`config.mk`:
```
export PLATFORM = sky130hd
export DESIGN_NAME = srg_mul
export DESIGN_NICKNAME = d
export VERILOG_FILES = /design/src/rtl/srg_mul.sv
export SDC_FILE = /design/constraint.sdc
export NUM_CORES = 2
export LEC_CHECK = 0
export BUFFER_PORTS_ARGS = -buffer_cell sky130_fd_sc_hd__clkbuf_2
export CORE_UTILIZATION = 25
export CTS_CLUSTER_SIZE = 16
export DETAILED_ROUTE_END_ITERATION = 10
export HOLD_SLACK_MARGIN = 0.1
export SYNTH_ARGS = -nofsm -noshare
export SYNTH_HDL_FRONTEND = slang
export SYNTH_SLANG_ARGS = --single-unit
```
`constraint.sdc`:
```
create_clock -name clk -period 7.7 [get_ports clk]
set_clock_uncertainty 0.1 [all_clocks]
set_input_delay 0.77 -clock clk [delete_from_list [all_inputs] [get_ports clk]]
set_output_delay 0.77 -clock clk [all_outputs]
set_load 0.01 [all_outputs]
```
`src/rtl/srg_mul.sv`:
```
// Two-stage multiplier built from limb partial products of at most 32x32 bits.
// Stage one registers the partial products, stage two registers their sum.
// No package dependencies.
module srg_mul #(
  parameter int AW = 36,
  parameter int BW = 36,
  parameter int LW = 18,
  parameter int SW = 1
) (
  input  logic            clk,
  input  logic            rst_n,
  input  logic            in_valid,
  input  logic [AW-1:0]   a,
  input  logic [BW-1:0]   b,
  input  logic [SW-1:0]   side_i,
  output logic            out_valid,
  output logic [AW+BW-1:0] prod,
  output logic [SW-1:0]   side_o
);

  localparam int NA   = (AW + LW - 1) / LW;
  localparam int NB   = (BW + LW - 1) / LW;
  localparam int SUMW = (NA + NB) * LW;

  logic [NA*LW-1:0] a_pad;
  logic [NB*LW-1:0] b_pad;
  logic [2*LW-1:0]  pp_r [NA][NB];
  logic [SW-1:0]    side1_r, side2_r;
  logic             v1_r, v2_r;
  logic [SUMW-1:0]  sum_nxt;
  logic [AW+BW-1:0] prod_r;

  assign a_pad = (NA*LW)'(a);
  assign b_pad = (NB*LW)'(b);

  always_ff @(posedge clk) begin
    for (int i = 0; i < NA; i++) begin
      for (int j = 0; j < NB; j++) begin
        pp_r[i][j] <= (2*LW)'(a_pad[i*LW +: LW]) * (2*LW)'(b_pad[j*LW +: LW]);
      end
    end
    side1_r <= side_i;
  end

  always_comb begin
    sum_nxt = '0;
    for (int i = 0; i < NA; i++) begin
      for (int j = 0; j < NB; j++) begin
        sum_nxt = sum_nxt + (SUMW'(pp_r[i][j]) << ((i + j) * LW));
      end
    end
  end

  always_ff @(posedge clk) begin
    prod_r  <= sum_nxt[AW+BW-1:0];
    side2_r <= side1_r;
  end

  always_ff @(posedge clk) begin
    if (!rst_n) begin
      v1_r <= 1'b0;
      v2_r <= 1'b0;
    end else begin
      v1_r <= in_valid;
      v2_r <= v1_r;
    end
  end

  assign out_valid = v2_r;
  assign prod      = prod_r;
  assign side_o    = side2_r;

endmodule

```
==> results.cfg <==
[sta]
max_freq_mhz = 149.1
fin_crit_sh = 0.8712
setup_violations = 0
hold_viol = 0
slew_violations = 0
worst_hold_slack_ps = 213.8
slew-limit-headroom = 0.2902
rsz0062_at_grt = no
worst_pin_slew_ps = 1065
setup_tns_ps = 0
layout_min_cycle_time_ps = 6708

[placed_design]
io_buffers = 149
globalplace.congestion = 0.8915
dp_cells = 8287
dp_hpwl_um = 118500

[setup_path]
crit_type = input pin to flop
cp.arrival_ps = 7090
path_common_cell = fa_1
critPathMaxStageDelay_ps = 550
r2r-end = prod[71]
start_kind = input pin
crit_end = pp_r[0][67]
r2r-start = pp_r[1][37]
cp.depth = 21
cp_cell_sequence = clkbuf_2 > buf_4 > nand2_1 > fa_1 > fa_1 > fa_1 > inv_1 > fa_1 > fa_1 > inv_1 > fa_1 > inv_1 > ha_1 > and4_1 > o21a_1 > o31ai_1 > a311oi_2 > a2111oi_2 > o31ai_1 > a21oi_1 > xnor2_1
worstRegToRegCells = 22
critPathTopFamily = adder cells
cp_max_fo = 21
cp-end-kind = flop
worst_ep_required_time_ps = 8080
critical-path-slowest-cell = o31ai_1
worst-r2r-setup-slack_ps = 1430
cp_num_buf_inv = 5
cp-startpoint = a[6]

[grt]
grt_pass1_wl_um = 227000
grt_remaining_overflow = 0
grt_start_max_net_pins = 33
grt_pass1_vias = 40000
grt.total_usage = 0.1424
antenna_found_initial = 28

[hold_path]
hold_path_startpoint = pp_r[0][51]
hp-class = flop to flop

[layout]
n_fill_cell = 21100
multi_input_area_um2 = 40080
final-instance-count-excl-fill = 8347
layout_commonest_cell = inv_1
area.growth.synth_to_final_pct = 10.47
seq_area_um2 = 4404
drive_gt1_frac = 0.06478
final_nets = 7294
final_cell_mix = inv_1, fa_1, nand2_1

[synthesis]
synth_top_area_share = 0.4161
syn-cell-area_um2 = 50230
ys_seq_area_frac = 0.08769
syn_nets = 7254
synth_seq_cells = 220
synth.area.top_cells = fa_1, ha_1, inv_1
synth_edf_count = 0
synth_top_area_cell = fa_1
yosys_warnings = 0
synth-async-reset-ratio = 0
yosys.cell_types.count = 69
syn_area_per_cell_um2 = 8.935
synthCells = 5621
synthFlopType = dfxtp_1

[clock_tree]
clock_path_buffers = 3
cts_buffers = 27
htree_levels = 1
cts_tree = built
clk_latency_ps = 600
clock_sinks = 220
path_clk_slew_ps = 70
cts-root-buf = clkbuf_16

[routing]
dr.pass1.iters = 6
ant_nets = 0
num_vias = 37080
finalWirelength_um = 142600
viasPerCell = 4.442
drc_errors = 0
drt_iter0_drc = 2415
wl_per_cell_um = 17.09

[floorplanning]
dieHeight_um = 450.2
ios = 150
die_area_um2 = 202700
std_cell_rows = 164
die_w_um = 450.2
coreArea_um2 = 199700
initial_utilization = 0.2516

[run]
drv_cap = 0

[run_status]
status = finished clean
==> kinds of logic after synthesis <==
family                   synth area share
AND/OR/NAND/NOR                    0.1612
adder cells (fa/ha/maj)            0.5439
buffers and inverters              0.1142
AO/OA/AOI/OAI                     0.06101
flip-flops                        0.08769
XOR/XNOR                          0.03174
multiplexers                    0.0001993
==> flip-flops by register name (all words and copies together), names as in the netlist <==
register and flops:
pp_r 144, prod 72, out_valid 1, side1_r 1, side_o 1, v1_r 1
==> repair_timing <==
item,4_1_cts,5_1_grt
hold buffers,1,0
setup buffers,0,0
gates resized for setup,0,0
hold endpoints to repair,1,0
==> metal layers <==
layer	vias to the layer above	GRT usage	part of all wire	wire length (µm)
li1	16810	-	-	-
met4	20	0.04889	0.036	5098
met5	-	0	0.00088	126
met1	18930	0.1812	0.42	59920
met3	222	0.01683	0.058	8223
met2	1104	0.2476	0.49	69260
==> synth_stat cells (4+ instances only) <==
cell,instances
nor2_1,87
inv_1,1241
nand3_1,49
xnor2_1,127
nand2_1,828
nand4_1,17
o211ai_1,7
o21a_1,22
nor2b_1,26
and2_1,566
and4_1,6
o31ai_1,8
ha_1,513
a31oi_1,16
fa_1,1044
clkbuf_1,285
o21bai_1,24
or3_1,4
o21ai_1,6
xor2_1,55
and3_1,23
nor3_1,23
o21ai_0,77
a211oi_1,11
a221oi_1,4
a21boi_0,5
a21oi_1,147
a31o_2,6
a211o_1,4
dfxtp_1,220
nand2b_1,24
a21o_1,81
==> layout make-up <==
| class | count | area share |
|---|---|---|
| multi-input cells | 3873 | 0.7224 |
| repair buffers | 298 | 0.03680 |
| flip-flops and latches | 220 | 0.07938 |
| clock buffers | 35 | 0.01326 |
| diodes | 10 | 0.0004510 |
| inverters | 1241 | 0.08396 |
| well taps | 2656 | 0.05989 |
| clock inverters | 14 | 0.003834 |
==> worst min path at each step <==
| stage | to | slack [ps] | cells after the start |
|---|---|---|---|
| 5_1_grt | prod[15] | 220 | 0 |
| 6_report | prod[15] | 210 | 0 |
| 3_5_place_dp | prod[14] | 210 | 0 |
| 4_1_cts | out_valid | 200 | 2 |
| 2_1_floorplan | prod[0] | 210 | 0 |
| 3_3_place_gp | prod[8] | 210 | 0 |
==> stage by stage <==
step / utilization / worst slack, ps / area (µm²)
CTS: 0.2778 / 1107 / 55460
detailed placement: 0.2730 / 465.5 / 54500
global placement: 0.2730 / 477.7 / 54500
global route: 0.2778 / 704.4 / 55470
floorplan: - / 1150 / 50230
finish: 0.2779 / 992.0 / 55480
Power is left out: the tool's default activity adds up to more than one toggle a clock period on the data nets, which glitch-free logic cannot reach.
